===== src/hbs_pkg.sv =====
// ----------------------------------------------------------------------------
// hbs_pkg
// Shared types, constants and helpers of the heightfield bilinear sampler.
// ----------------------------------------------------------------------------
package hbs_pkg;

  localparam int unsigned DATA_W         = 32;
  localparam int unsigned INV_W          = 24;
  localparam int unsigned DIM_W          = 9;
  localparam int unsigned FRAC_W         = 24;
  localparam int unsigned ADDR_W         = 18;
  localparam int unsigned IDX_W          = 16;
  localparam int unsigned CFG_IDX_W      = 3;
  localparam int unsigned PROD_W         = 58;
  localparam int unsigned UV_W           = 56;
  localparam int unsigned QDEPTH         = 8;
  localparam int unsigned CNT_W          = $clog2(QDEPTH + 1);
  localparam int unsigned PTR_W          = $clog2(QDEPTH);
  localparam int unsigned GRID_CELLS_DEF = 65536;
  localparam int unsigned MAX_DIM_DEF    = 256;

  localparam logic [INV_W-1:0] INV_RESET = 24'h01_0000;
  localparam logic [DIM_W-1:0] DIM_RESET = 9'd256;

  typedef enum logic [CFG_IDX_W-1:0] {
    CFG_ORIGIN_X    = 3'd0,
    CFG_ORIGIN_Z    = 3'd1,
    CFG_INV_TEXEL_X = 3'd2,
    CFG_INV_TEXEL_Z = 3'd3,
    CFG_GRID_WIDTH  = 3'd4,
    CFG_GRID_HEIGHT = 3'd5,
    CFG_CLEARANCE   = 3'd6
  } cfg_reg_e;

  typedef enum logic {
    OP_WRITE = 1'b0,
    OP_QUERY = 1'b1
  } op_e;

  typedef enum logic [1:0] {
    KIND_WRITE   = 2'd0,
    KIND_QUERY   = 2'd1,
    KIND_OUTSIDE = 2'd2
  } item_kind_e;

  typedef enum logic [1:0] {
    SEQ_IDLE = 2'd0,
    SEQ_RD1  = 2'd1,
    SEQ_RD2  = 2'd2,
    SEQ_RD3  = 2'd3
  } seq_state_e;

  typedef struct packed {
    logic [DATA_W-1:0] origin_x;
    logic [DATA_W-1:0] origin_z;
    logic [INV_W-1:0]  inv_texel_x;
    logic [INV_W-1:0]  inv_texel_z;
    logic [DIM_W-1:0]  grid_width;
    logic [DIM_W-1:0]  grid_height;
    logic [DATA_W-1:0] clearance;
  } hbs_cfg_t;

  typedef struct packed {
    item_kind_e        kind;
    logic [ADDR_W-1:0] a00;
    logic [ADDR_W-1:0] a10;
    logic [ADDR_W-1:0] a01;
    logic [ADDR_W-1:0] a11;
    logic [FRAC_W-1:0] tx;
    logic [FRAC_W-1:0] tz;
    logic [DATA_W-1:0] cam;
    logic [DATA_W-1:0] wdata;
  } hbs_entry_t;

  // round to nearest, ties up, of a Q.24 product; low 32 bits of the result
  function automatic logic [DATA_W-1:0] rnd24(input logic [PROD_W-1:0] p);
    logic [PROD_W-1:0] w;
    w = p + (PROD_W'(1) << (FRAC_W - 1));
    return w[FRAC_W +: DATA_W];
  endfunction

endpackage


===== src/hbs_fifo.sv =====
// ----------------------------------------------------------------------------
// hbs_fifo
// Short queue of classified items between the front and back parts.
// ----------------------------------------------------------------------------
module hbs_fifo (
  input  logic                      clk_i,
  input  logic                      rst_ni,
  input  logic                      push_i,
  input  hbs_pkg::hbs_entry_t       entry_i,
  input  logic                      pop_i,
  output hbs_pkg::hbs_entry_t       head_o,
  output logic                      not_empty_o,
  output logic [hbs_pkg::CNT_W-1:0] count_o
);
  import hbs_pkg::*;

  hbs_entry_t       store_q [QDEPTH];
  logic [PTR_W-1:0] wr_ptr_q, wr_ptr_d, rd_ptr_q, rd_ptr_d;
  logic [CNT_W-1:0] count_q, count_d;

  function automatic logic [PTR_W-1:0] ptr_next(input logic [PTR_W-1:0] p);
    return (p == PTR_W'(QDEPTH - 1)) ? '0 : p + PTR_W'(1);
  endfunction

  assign head_o      = store_q[rd_ptr_q];
  assign not_empty_o = count_q != '0;
  assign count_o     = count_q;

  always_comb begin
    wr_ptr_d = push_i ? ptr_next(wr_ptr_q) : wr_ptr_q;
    rd_ptr_d = pop_i ? ptr_next(rd_ptr_q) : rd_ptr_q;
    count_d  = count_q + CNT_W'(push_i) - CNT_W'(pop_i);
  end

  always_ff @(posedge clk_i or negedge rst_ni) begin
    if (!rst_ni) begin
      wr_ptr_q <= '0;
      rd_ptr_q <= '0;
      count_q  <= '0;
    end else begin
      wr_ptr_q <= wr_ptr_d;
      rd_ptr_q <= rd_ptr_d;
      count_q  <= count_d;
    end
  end

  always_ff @(posedge clk_i) begin
    if (push_i) begin
      store_q[wr_ptr_q] <= entry_i;
    end
  end

endmodule


===== config.mk =====
export PLATFORM = sky130hd
export DESIGN_NAME = hbs_fifo
export DESIGN_NICKNAME = d
export VERILOG_FILES = /design/src/hbs_pkg.sv /design/src/hbs_fifo.sv
export SDC_FILE = /design/constraint.sdc
export NUM_CORES = 2
export LEC_CHECK = 0
export BUFFER_PORTS_ARGS = -buffer_cell sky130_fd_sc_hd__buf_2
export CAP_MARGIN = 30
export CORE_ASPECT_RATIO = 1.2
export CORE_MARGIN = 10
export CORE_UTILIZATION = 60
export CTS_BUF_LIST = sky130_fd_sc_hd__clkbuf_4 sky130_fd_sc_hd__clkbuf_8
export DETAILED_ROUTE_END_ITERATION = 6
export MAX_ROUTING_LAYER = met4
export PLACE_DENSITY = 0.79
export SLEW_MARGIN = 10
export SYNTH_ARGS = -nofsm -noshare
export SYNTH_HDL_FRONTEND = slang
export SYNTH_SLANG_ARGS = --single-unit

===== constraint.sdc =====
create_clock -name clk_i -period 22.3 [get_ports clk_i]
set_input_delay 1.115 -clock clk_i [delete_from_list [all_inputs] [get_ports clk_i]]
set_output_delay 1.115 -clock clk_i [all_outputs]
set_load 0.02 [all_outputs]

==> implementation parameters <==
Parameter                              Value

Drt
  Starting DRC count in detailed routing ... 2579
  Remaining routing DRC violations ... 0
  Aggregate routed wire length ... 122300 µm
  Pre-antenna DRT Iters ... 5
  Via count of the routed design ... 27450
  Per-cell routed wire length ... 26.69 µm
  Number of routed nets with antenna violations ... 0
  Detail-routed via count per cell ... 5.992

Clock tree
  Clock buffer count from CTS ... 214
  Number of hold-repair buffers added at the cts stage ... 0
  Worst-skew pair later-pin latency ... 0.88 ns
  Maximum buffer depth of the clock tree ... 3
  Post-cts resize count ... 0
  Clock tree root buffer cell ... sky130_fd_sc_hd__clkbuf_8
  CTS tree ... built
  Clock Pin Slew Worst Setup and Hold Paths ... 0.06 ns
  Number of buffers inserted by post-CTS setup repair ... 0
  Htree depth ... 4
  Clock sink count ... 1498

GRT
  Largest net degree at the start of global routing ... 153
  First-pass GRT wire length ... 183200 µm
  Global-route usage over all layers ... 23.78%
  Sum of overflow across all layers after global routing ... 0
  Number of global-route vias before repair ... 29060
  Initial antenna violation count ... 48

Synth
  Synth Area per Inst ... 21.76 µm²
  Number of nets produced by synthesis ... 2799
  Proportion of synthesized area in mux cells ... 14.89%
  Synth warn ... 0
  Adder-cell share of the synthesized area ... 0.2345%
  Combinational family with the most area after synthesis ... multiplexers
  Synthesized-area fraction occupied by ao, oa, aoi and oai cells ... 0.03982%
  Post-synth top cells ... sky130_fd_sc_hd__edfxtp_1, sky130_fd_sc_hd__nand2_1, sky130_fd_sc_hd__mux4_2, sky130_fd_sc_hd__buf_2, sky130_fd_sc_hd__buf_6
  Cell area after synthesis ... 0.05656 mm²
  Dominant register cell in the synthesized netlist ... sky130_fd_sc_hd__edfxtp_1
  Dominant cells by area after synthesis ... sky130_fd_sc_hd__edfxtp_1, sky130_fd_sc_hd__mux4_2, sky130_fd_sc_hd__nand2_1
  Leading cell type by number of instances after synthesis ... sky130_fd_sc_hd__edfxtp_1
  Number of enable flip-flop cells after synthesis ... 1488
  Synthesized-area fraction occupied by and/or/nand/nor cells ... 3.851%
  Number of different library cells in the post-synthesis netlist ... 23
  Sequential element share of the synthesized area ... 79.44%
  Total of flip-flops plus latches after synthesis ... 1498
  Cells after synthesis ... 2599
  Leading area contributor after synthesis ... sky130_fd_sc_hd__edfxtp_1
  Top-area cell type share of the netlist area ... 79.00%
  Async SR Flop Fraction ... 0.6676%
  Post-synthesis xor/xnor area fraction ... 0.03097%

Critical path
  Arrival time at the worst endpoint ... 5.42 ns
  Type of destination of the critical path ... primary output
  Critical path startpoint category ... flip-flop
  Required time at the endpoint of the critical path ... 21.19 ns
  Critical path start-end classification ... flip-flop to primary output
  Largest fanout of any net on the critical path ... 120

Layout
  Fill count ... 5621
  Post-Route Utilization ... 68.47%
  Cell area after layout ... 0.06417 mm²
  Layout Area Growth over Synthesis ... 13.45%
  Layout cell share with drive strength beyond 1 ... 34.44%
  Final-stage net count ... 3312

Timing
  Worst slew margin ... 27.42%
  Post-Route Skew ... 0.03955 ns
  Max Slew Vio Count ... 0
  Count of endpoints failing setup in the final report ... 0
  Period utilization ... 29.32%
  Highest clock rate ... 152.9 MHz
  Final hold slack ... 0.1249 ns
  Unrepaired setup endpoints after global routing ... false
  Sum of negative setup slack ... 0 ns
  Final critical-path required period ... 6.538 ns
  Transition time at the pin with the least slew margin ... 1.089 ns
  Number of failing hold endpoints at the final stage ... 0

Power and ir drop
  Worst voltage drop across the vdd grid ... 0.1174 mV
  Pleak ... 21.85 nW
  Power Dens Cells ... 133.4 mW/mm²
  Power after layout ... 8.558 mW

Die
  Placeable core region ... 0.09372 mm²
  Floorplan die width ... 300.3 µm
  # rows ... 123
  DIE AREA ... 0.1070 mm²
  Top Ports ... 381
  Die height ... 356.3 µm
  Starting density of the core ... 60.35%

Placement
  IO buf count ... 380
  Weighted congestion reported at the end of routability-driven placement ... 0.7444
  Placement Cell Area ... 0.05982 mm²
  Total half-perimeter wirelength after legalization and detailed placement ... 66400 µm

Run status
  Result of the run ... finished clean

Flow run
  Number of maximum-capacitance violations ... 0

Hold path
  Worst Hold Class ... input pin to async pin
==> sequential cells by signal, indices dropped and copies added, names as in the netlist <==
| signal | cells |
|---|---|
| store_q | 1488 |
| count_o | 4 |
| rd_ptr_q | 3 |
| wr_ptr_q | 3 |
==> metrics by stage <==
stage | cells | setup WS, ns
2_1_floorplan | 2599 | 7.604
3_3_place_gp | 4138 | 16.30
3_5_place_dp | 4145 | 16.37
4_1_cts | 4533 | 15.41
5_1_grt | 4574 | 15.17
6_report | 4581 | 15.76
==> report_power, final <==
part	internal, mW	switching (mW)	total [mW]
registers	3.52	0.128	3.65
clock network	1.10	1.00	2.11
logic	1.07	1.73	2.80
==> worst max-delay path, cell delays in order, from the launching register on <==
cell	delay [ns]
sky130_fd_sc_hd__dfrtp_4	0.75
sky130_fd_sc_hd__buf_16	0.31
sky130_fd_sc_hd__buf_12	0.73
sky130_fd_sc_hd__buf_4	0.75
sky130_fd_sc_hd__buf_4	0.59
sky130_fd_sc_hd__buf_12	0.30
sky130_fd_sc_hd__mux4_2	0.54
sky130_fd_sc_hd__nand2_1	0.09
sky130_fd_sc_hd__nand2_1	0.10
sky130_fd_sc_hd__buf_2	0.18
==> final cells by class <==
cell class	count	area, µm²	area share, %
Clock buffer	270	3378	5.264
Multi-Input combinational cell	968	10830	16.88
Tap cell	1250	1564	2.437
Clock inverter	118	832.0	1.297
Antenna cell	47	117.6	0.1833
Timing Repair Buffer	422	2470	3.849
Sequential cell	1498	44940	70.04
Inverter	8	35.03	0.05459
==> placed cells by master, fill, tap and decap left out, types with 6 or more instances in the layout <==
master | netlist | layout
sky130_fd_sc_hd__nand2_1 | 561 | 561
sky130_fd_sc_hd__clkinv_1 | 0 | 67
sky130_fd_sc_hd__buf_4 | 1 | 26
sky130_fd_sc_hd__clkinv_2 | 0 | 30
sky130_fd_sc_hd__ha_1 | 9 | 9
sky130_fd_sc_hd__buf_12 | 0 | 9
sky130_fd_sc_hd__inv_1 | 7 | 7
sky130_fd_sc_hd__nor2_4 | 0 | 6
sky130_fd_sc_hd__bufinv_16 | 0 | 9
sky130_fd_sc_hd__buf_16 | 0 | 7
sky130_fd_sc_hd__clkbuf_8 | 0 | 216
sky130_fd_sc_hd__edfxtp_1 | 1488 | 1488
sky130_fd_sc_hd__clkbuf_4 | 0 | 54
sky130_fd_sc_hd__buf_2 | 40 | 380
sky130_fd_sc_hd__dfrtp_1 | 10 | 7
sky130_fd_sc_hd__diode_2 | 0 | 47
sky130_fd_sc_hd__mux4_2 | 372 | 372
==> logic make-up after synthesis <==
family                   after synthesis
AO/OA/AOI/OAI                          4
XOR/XNOR                               2
adder cells (fa/ha/maj)               10
buffers and inverters                133
flip-flops                          1498
multiplexers                         376
AND/OR/NAND/NOR                      576
==> layer usage <==
metal / up-vias / global-route usage [%] / part of all wire [%]
met4: 0 / 7.087 / 2.2
met1: 14310 / 29.26 / 37
met2: 1300 / 38.62 / 51
li1: 11630 / - / -
met5: - / - / 0
met3: 208 / 6.529 / 9.1
==> worst paths after layout <==
check,from,end,slack [ns],cells past startpoint
min reg2reg,wr_ptr_q[2],wr_ptr_q[2],0.60,1
min in group clk_i,entry_i[94],store_q[3][94],0.50,1
min,rst_ni,rd_ptr_q[2],0.12,1
max,rd_ptr_q[0],head_o[77],15.76,9
max reg2reg,wr_ptr_q[2],store_q[0][112],18.73,5
max in group asynchronous,rst_ni,rd_ptr_q[0],21.96,1
Power figures use the tool's default switching activity.
