==> config.mk <==
export PLATFORM = sky130hd
export DESIGN_NAME = hbs_front
export DESIGN_NICKNAME = d
export VERILOG_FILES = /design/src/hbs_pkg.sv /design/src/hbs_front.sv
export SDC_FILE = /design/constraint.sdc
export NUM_CORES = 2
export LEC_CHECK = 0
export BUFFER_PORTS_ARGS = -buffer_cell sky130_fd_sc_hd__clkbuf_2
export CORE_MARGIN = 2
export CORE_UTILIZATION = 65
export CTS_CLUSTER_DIAMETER = 100
export DETAILED_ROUTE_END_ITERATION = 10
export GPL_TIMING_DRIVEN = 0
export PLACE_DENSITY_LB_ADDON = 0.08
export SLEW_MARGIN = 0
export SYNTH_ARGS = -nofsm -noshare
export SYNTH_HDL_FRONTEND = slang
export SYNTH_SLANG_ARGS = --single-unit
==> constraint.sdc <==
create_clock -name clk_i -period 20.6 [get_ports clk_i]
set_input_delay 3.09 -clock clk_i [delete_from_list [all_inputs] [get_ports clk_i]]
set_output_delay 3.09 -clock clk_i [all_outputs]
set_load 0.03 [all_outputs]
==> src/hbs_pkg.sv <==
// ----------------------------------------------------------------------------
// hbs_pkg
// Shared types, constants and helpers of the heightfield bilinear sampler.
// ----------------------------------------------------------------------------
package hbs_pkg;

  localparam int unsigned DATA_W         = 32;
  localparam int unsigned INV_W          = 24;
  localparam int unsigned DIM_W          = 9;
  localparam int unsigned FRAC_W         = 24;
  localparam int unsigned ADDR_W         = 18;
  localparam int unsigned IDX_W          = 16;
  localparam int unsigned CFG_IDX_W      = 3;
  localparam int unsigned PROD_W         = 58;
  localparam int unsigned UV_W           = 56;
  localparam int unsigned QDEPTH         = 8;
  localparam int unsigned CNT_W          = $clog2(QDEPTH + 1);
  localparam int unsigned PTR_W          = $clog2(QDEPTH);
  localparam int unsigned GRID_CELLS_DEF = 65536;
  localparam int unsigned MAX_DIM_DEF    = 256;

  localparam logic [INV_W-1:0] INV_RESET = 24'h01_0000;
  localparam logic [DIM_W-1:0] DIM_RESET = 9'd256;

  typedef enum logic [CFG_IDX_W-1:0] {
    CFG_ORIGIN_X    = 3'd0,
    CFG_ORIGIN_Z    = 3'd1,
    CFG_INV_TEXEL_X = 3'd2,
    CFG_INV_TEXEL_Z = 3'd3,
    CFG_GRID_WIDTH  = 3'd4,
    CFG_GRID_HEIGHT = 3'd5,
    CFG_CLEARANCE   = 3'd6
  } cfg_reg_e;

  typedef enum logic {
    OP_WRITE = 1'b0,
    OP_QUERY = 1'b1
  } op_e;

  typedef enum logic [1:0] {
    KIND_WRITE   = 2'd0,
    KIND_QUERY   = 2'd1,
    KIND_OUTSIDE = 2'd2
  } item_kind_e;

  typedef enum logic [1:0] {
    SEQ_IDLE = 2'd0,
    SEQ_RD1  = 2'd1,
    SEQ_RD2  = 2'd2,
    SEQ_RD3  = 2'd3
  } seq_state_e;

  typedef struct packed {
    logic [DATA_W-1:0] origin_x;
    logic [DATA_W-1:0] origin_z;
    logic [INV_W-1:0]  inv_texel_x;
    logic [INV_W-1:0]  inv_texel_z;
    logic [DIM_W-1:0]  grid_width;
    logic [DIM_W-1:0]  grid_height;
    logic [DATA_W-1:0] clearance;
  } hbs_cfg_t;

  typedef struct packed {
    item_kind_e        kind;
    logic [ADDR_W-1:0] a00;
    logic [ADDR_W-1:0] a10;
    logic [ADDR_W-1:0] a01;
    logic [ADDR_W-1:0] a11;
    logic [FRAC_W-1:0] tx;
    logic [FRAC_W-1:0] tz;
    logic [DATA_W-1:0] cam;
    logic [DATA_W-1:0] wdata;
  } hbs_entry_t;

  // round to nearest, ties up, of a Q.24 product; low 32 bits of the result
  function automatic logic [DATA_W-1:0] rnd24(input logic [PROD_W-1:0] p);
    logic [PROD_W-1:0] w;
    w = p + (PROD_W'(1) << (FRAC_W - 1));
    return w[FRAC_W +: DATA_W];
  endfunction

endpackage

==> src/hbs_front.sv <==
// ----------------------------------------------------------------------------
// hbs_front
// Accepts items, maps query positions to grid cells and weights, classifies.
// ----------------------------------------------------------------------------
module hbs_front #(
  parameter int unsigned MAX_DIM = hbs_pkg::MAX_DIM_DEF
) (
  input  logic                         clk_i,
  input  logic                         rst_ni,
  input  logic                         start_i,
  output logic                         busy_o,
  input  logic                         op_i,
  input  logic [hbs_pkg::IDX_W-1:0]    cell_index_i,
  input  logic [hbs_pkg::DATA_W-1:0]   cell_value_i,
  input  logic [hbs_pkg::DATA_W-1:0]   world_x_i,
  input  logic [hbs_pkg::DATA_W-1:0]   world_z_i,
  input  logic [hbs_pkg::DATA_W-1:0]   camera_y_i,
  input  hbs_pkg::hbs_cfg_t            cfg_i,
  input  logic [hbs_pkg::CNT_W-1:0]    fifo_count_i,
  output logic                         push_o,
  output hbs_pkg::hbs_entry_t          entry_o
);
  import hbs_pkg::*;

  typedef struct packed {
    logic              op;
    logic              loaded;
    logic [IDX_W-1:0]  cell_index;
    logic [DATA_W-1:0] cell_value;
    logic [DATA_W-1:0] cam;
    logic [DATA_W:0]   dx;
    logic [DATA_W:0]   dz;
  } s1_t;

  typedef struct packed {
    logic              op;
    logic              bad;
    logic [IDX_W-1:0]  cell_index;
    logic [DATA_W-1:0] cell_value;
    logic [DATA_W-1:0] cam;
    logic [UV_W-1:0]   u;
    logic [UV_W-1:0]   v;
  } s2_t;

  typedef struct packed {
    item_kind_e        kind;
    logic [IDX_W-1:0]  cell_index;
    logic [DATA_W-1:0] cell_value;
    logic [DATA_W-1:0] cam;
    logic [DIM_W-1:0]  w;
    logic [DIM_W-1:0]  x0;
    logic [DIM_W-1:0]  x1;
    logic [DIM_W-1:0]  z0;
    logic [DIM_W-1:0]  z1;
    logic [FRAC_W-1:0] tx;
    logic [FRAC_W-1:0] tz;
  } s3_t;

  function automatic logic [DIM_W-1:0] dim_clamp(input logic [DIM_W-1:0] d);
    if (d == '0) begin
      return DIM_W'(1);
    end else if (11'(d) > 11'(MAX_DIM)) begin
      return DIM_W'(MAX_DIM);
    end
    return d;
  endfunction

  logic              v1_q, v1_d, v2_q, v2_d, v3_q, v3_d;
  logic              loaded_q, loaded_d;
  s1_t               s1_q, s1_d;
  s2_t               s2_q, s2_d;
  s3_t               s3_q, s3_d;
  logic              accept;
  logic [CNT_W:0]    total;
  logic [DIM_W-1:0]  w_c, h_c;
  logic              out_c;
  logic [DIM_W:0]    xn, zn;
  logic [ADDR_W-1:0] row0, row1;

  assign total  = (CNT_W+1)'(fifo_count_i) + (CNT_W+1)'(v1_q) + (CNT_W+1)'(v2_q)
                + (CNT_W+1)'(v3_q);
  assign busy_o = total >= (CNT_W+1)'(QDEPTH);
  assign accept = start_i && !busy_o;

  always_comb begin
    v1_d     = accept;
    v2_d     = v1_q;
    v3_d     = v2_q;
    loaded_d = loaded_q || (accept && (op_i == OP_WRITE));

    s1_d.op         = op_i;
    s1_d.loaded     = loaded_q;
    s1_d.cell_index = cell_index_i;
    s1_d.cell_value = cell_value_i;
    s1_d.cam        = camera_y_i;
    s1_d.dx         = {world_x_i[DATA_W-1], world_x_i}
                    - {cfg_i.origin_x[DATA_W-1], cfg_i.origin_x};
    s1_d.dz         = {world_z_i[DATA_W-1], world_z_i}
                    - {cfg_i.origin_z[DATA_W-1], cfg_i.origin_z};

    s2_d.op         = s1_q.op;
    s2_d.cell_index = s1_q.cell_index;
    s2_d.cell_value = s1_q.cell_value;
    s2_d.cam        = s1_q.cam;
    s2_d.bad        = !s1_q.loaded || (cfg_i.inv_texel_x == '0)
                   || (cfg_i.inv_texel_z == '0) || s1_q.dx[DATA_W] || s1_q.dz[DATA_W];
    s2_d.u          = UV_W'(s1_q.dx[DATA_W-1:0]) * UV_W'(cfg_i.inv_texel_x);
    s2_d.v          = UV_W'(s1_q.dz[DATA_W-1:0]) * UV_W'(cfg_i.inv_texel_z);

    w_c   = dim_clamp(cfg_i.grid_width);
    h_c   = dim_clamp(cfg_i.grid_height);
    out_c = s2_q.bad
         || (s2_q.u > UV_W'({w_c - DIM_W'(1), {FRAC_W{1'b0}}}))
         || (s2_q.v > UV_W'({h_c - DIM_W'(1), {FRAC_W{1'b0}}}));
    xn    = {1'b0, s2_q.u[FRAC_W +: DIM_W]} + (DIM_W+1)'(1);
    zn    = {1'b0, s2_q.v[FRAC_W +: DIM_W]} + (DIM_W+1)'(1);

    if (s2_q.op == OP_WRITE) begin
      s3_d.kind = KIND_WRITE;
    end else if (out_c) begin
      s3_d.kind = KIND_OUTSIDE;
    end else begin
      s3_d.kind = KIND_QUERY;
    end
    s3_d.cell_index = s2_q.cell_index;
    s3_d.cell_value = s2_q.cell_value;
    s3_d.cam        = s2_q.cam;
    s3_d.w          = w_c;
    s3_d.x0         = s2_q.u[FRAC_W +: DIM_W];
    s3_d.z0         = s2_q.v[FRAC_W +: DIM_W];
    s3_d.x1         = (xn < {1'b0, w_c}) ? xn[DIM_W-1:0] : w_c - DIM_W'(1);
    s3_d.z1         = (zn < {1'b0, h_c}) ? zn[DIM_W-1:0] : h_c - DIM_W'(1);
    s3_d.tx         = s2_q.u[FRAC_W-1:0];
    s3_d.tz         = s2_q.v[FRAC_W-1:0];
  end

  always_comb begin
    row0          = ADDR_W'(s3_q.z0) * ADDR_W'(s3_q.w);
    row1          = ADDR_W'(s3_q.z1) * ADDR_W'(s3_q.w);
    push_o        = v3_q;
    entry_o.kind  = s3_q.kind;
    entry_o.a00   = row0 + ADDR_W'(s3_q.x0);
    entry_o.a10   = row0 + ADDR_W'(s3_q.x1);
    entry_o.a01   = row1 + ADDR_W'(s3_q.x0);
    entry_o.a11   = row1 + ADDR_W'(s3_q.x1);
    entry_o.tx    = s3_q.tx;
    entry_o.tz    = s3_q.tz;
    entry_o.cam   = s3_q.cam;
    entry_o.wdata = s3_q.cell_value;
    if (s3_q.kind == KIND_WRITE) begin
      entry_o.a00 = ADDR_W'(s3_q.cell_index);
    end
  end

  always_ff @(posedge clk_i or negedge rst_ni) begin
    if (!rst_ni) begin
      v1_q     <= 1'b0;
      v2_q     <= 1'b0;
      v3_q     <= 1'b0;
      loaded_q <= 1'b0;
    end else begin
      v1_q     <= v1_d;
      v2_q     <= v2_d;
      v3_q     <= v3_d;
      loaded_q <= loaded_d;
    end
  end

  always_ff @(posedge clk_i) begin
    s1_q <= s1_d;
    s2_q <= s2_d;
    s3_q <= s3_d;
  end

endmodule

==> reports/results.ini <==
[clock_tree]
cts_tree=yes
cts_buffer_depth=3
cts-buffers-inserted=55
cts-root-buf=clkbuf_16
clock_sinks=521
cts_setup_buffers=0
cts_max_level=2
clk_pin_slew_ps=60
clock_latency_ps=710
cts_hold_buffers=0
ctsResizeCount=0

[detailed_routing]
drtIter0Drc=4557
via_per_inst=5.68
drc_errors=0
vias=56910
drt-total-wl_um=223000
wl_per_cell_um=22.2
ant_nets=0
dr.pass1.iters=8

[final_layout]
final_cells=10016
regArea_mm2=0.0105
fillers=8889
area_growth_pct=8.49
nets=10781
final_layout_size_suffix_gt1_share_pct=8.57
multi_input_area_mm2=0.0544

[hold_path]
hold_path_class=flip-flop to flip-flop

[critical_path]
cpMaxStageDelayCell=clkbuf_1
path_cells=clkbuf_2 -> clkbuf_1 -> nand2_1 -> fa_1 -> inv_1 -> fa_1 -> inv_1 -> fa_1 -> fa_1 -> inv_1 -> fa_1 -> fa_1 -> inv_1 -> fa_1 -> inv_1 -> ha_1 -> nand2_1 -> o21ai_0 -> and3_1 -> a211o_1 -> o21ai_1 -> a311oi_1 -> o21ai_0 -> o311ai_0
cp_max_fo=11
setup.worst_path.class=input pin to flip-flop
critPathLaunchType=input pin
critPathBufInv=7
crit_family=adder cells
crit_required_ps=21160
critPathMaxStageDelay_ps=840
cp.arrival_ps=11660
setup.worst_path.end_class=flip-flop
path_common_cell=fa_1

[sta]
fmax_mhz=90.1
min_period_ps=11100
finalClockSkew_ps=66.8
tightest_slew_ps=1130
slew_violations=0
min_period_over_period_pct=53.9
rsz0062_at_grt=false
max_slew_margin_pct=24.5
hold_viol=0
setup_viol=0
tns_ps=0

[synth]
synth_area_leaders=fa_1 (39%), dfxtp_1 (14%), ha_1 (10%), inv_1 (8.7%), and2_1 (7.3%)
synth.top_cells.by_count=inv_1 (1703), fa_1 (1424), nand2_1 (1002), and2_1 (860), ha_1 (584)
synthCells=7933
yosysTopAreaCellShare_pct=38.9
yosysSeqAreaShare_pct=14.2
syn_nets=10255
synth_cell_types=95
synth_warnings=0
synth-seq-cells=521
synth_top_cell_by_area=fa_1
synthArstFlopShare_pct=0.768
synth-edff-count=0
synth_most_common_cell=inv_1
syn_area_per_cell_um2=9.24
synthesis.area_mm2=0.0733
ys.flop_type=dfxtp_1

[placement]
dpl.hpwl_um=185000
dpl.cell_count=9902
gp_congestion=1.02
io_buffers=469

[die]
fp.dieW_um=340
top_level_ports=502
die_area_mm2=0.116
initial_core_util_pct=65.4
num_rows=123
die_h_um=340
core-area_mm2=0.112

[grt]
grt_pass1_vias=59886
grt_max_degree=17
antenna_found_initial=16
overflow=0
grt_usage_pct=39.4
grt_pass1_wl_um=343000

[run]
maxCapViolations=0

[run_status]
status=finished clean

[cells by family after synthesis]
kind of cell | count (synthesis) | synth area share, %
and+or+nand+nor | 2289 | 15.7
buffers and inverters | 2156 | 11.6
adders and majority gates | 2008 | 48.8
AOI/OAI and AO/OA | 674 | 6.16
DFF | 521 | 14.2
xor gates and xnor gates | 264 | 3.16
muxes | 21 | 0.292
[metrics by stage]
step                      setup slack, ps  area, um2  hold WS, ps  util, %
final                                9500      79600          311     70.9
after global routing                 9210      79500          330     70.9
after CTS                            9770      79500          325     70.9
after detailed placement             9010      77600          312     69.1
after global placement               8970      77600          309     69.1
after floorplan                     11050      73300          310        -
[layer usage]
metal,global-route usage [%],vias to the layer above,wire (um)
met3,9.87,721,24700
met1,51.3,28425,85000
li1,-,24724,-
met5,0,-,80
met2,61.5,3028,99700
met4,20.1,12,13300
[registers in the layout, indices dropped and copies added, names as in the netlist]
name	flops
s2_q	194
entry_o	114
v1_q	1
v2_q	1
loaded_q	1
s1_q	148
s3_q	61
push_o	1
[area by class of cell]
type,count,area share [%]
Antenna cell,12,0.0377
Tap cell,1500,2.36
Inverter,1703,8.03
Timing Repair Buffer,469,2.95
Clock buffer,66,1.87
Sequential cell,521,13.1
Multi-Input combinational cell,5256,68.3
Clock inverter,36,0.601
Buffer,453,2.68
[layout by cell type (no fill, tap or decap), types with 39 or more instances in the layout]
| cell type | count |
|---|---|
| o21ai_0 | 105 |
| a21oi_1 | 204 |
| nand2_1 | 1002 |
| nor4_1 | 39 |
| a21o_1 | 108 |
| xor2_1 | 82 |
| clkbuf_16 | 55 |
| fa_1 | 1424 |
| inv_1 | 1703 |
| clkbuf_2 | 469 |
| nor2_1 | 129 |
| buf_4 | 114 |
| ha_1 | 584 |
| dfxtp_1 | 517 |
| nand3_1 | 50 |
| xnor2_1 | 181 |
| clkbuf_1 | 336 |
| and2_1 | 860 |
[path summary, 6_finish.rpt]
check,start,to,slack [ps],depth (start not counted)
min,s2_q[143],entry_o[63],310,0
min in group asynchronous,rst_ni,push_o,2240,1
max reg2reg,s1_q[10],s2_q[45],11660,23
max,cfg_i[54],s2_q[45],9500,24
max in group asynchronous,rst_ni,loaded_q,18230,1
min reg2reg,s2_q[143],entry_o[63],310,0
Power is not shown: default switching activity piles up to over one toggle a cycle in this logic, so the estimate is an artifact.
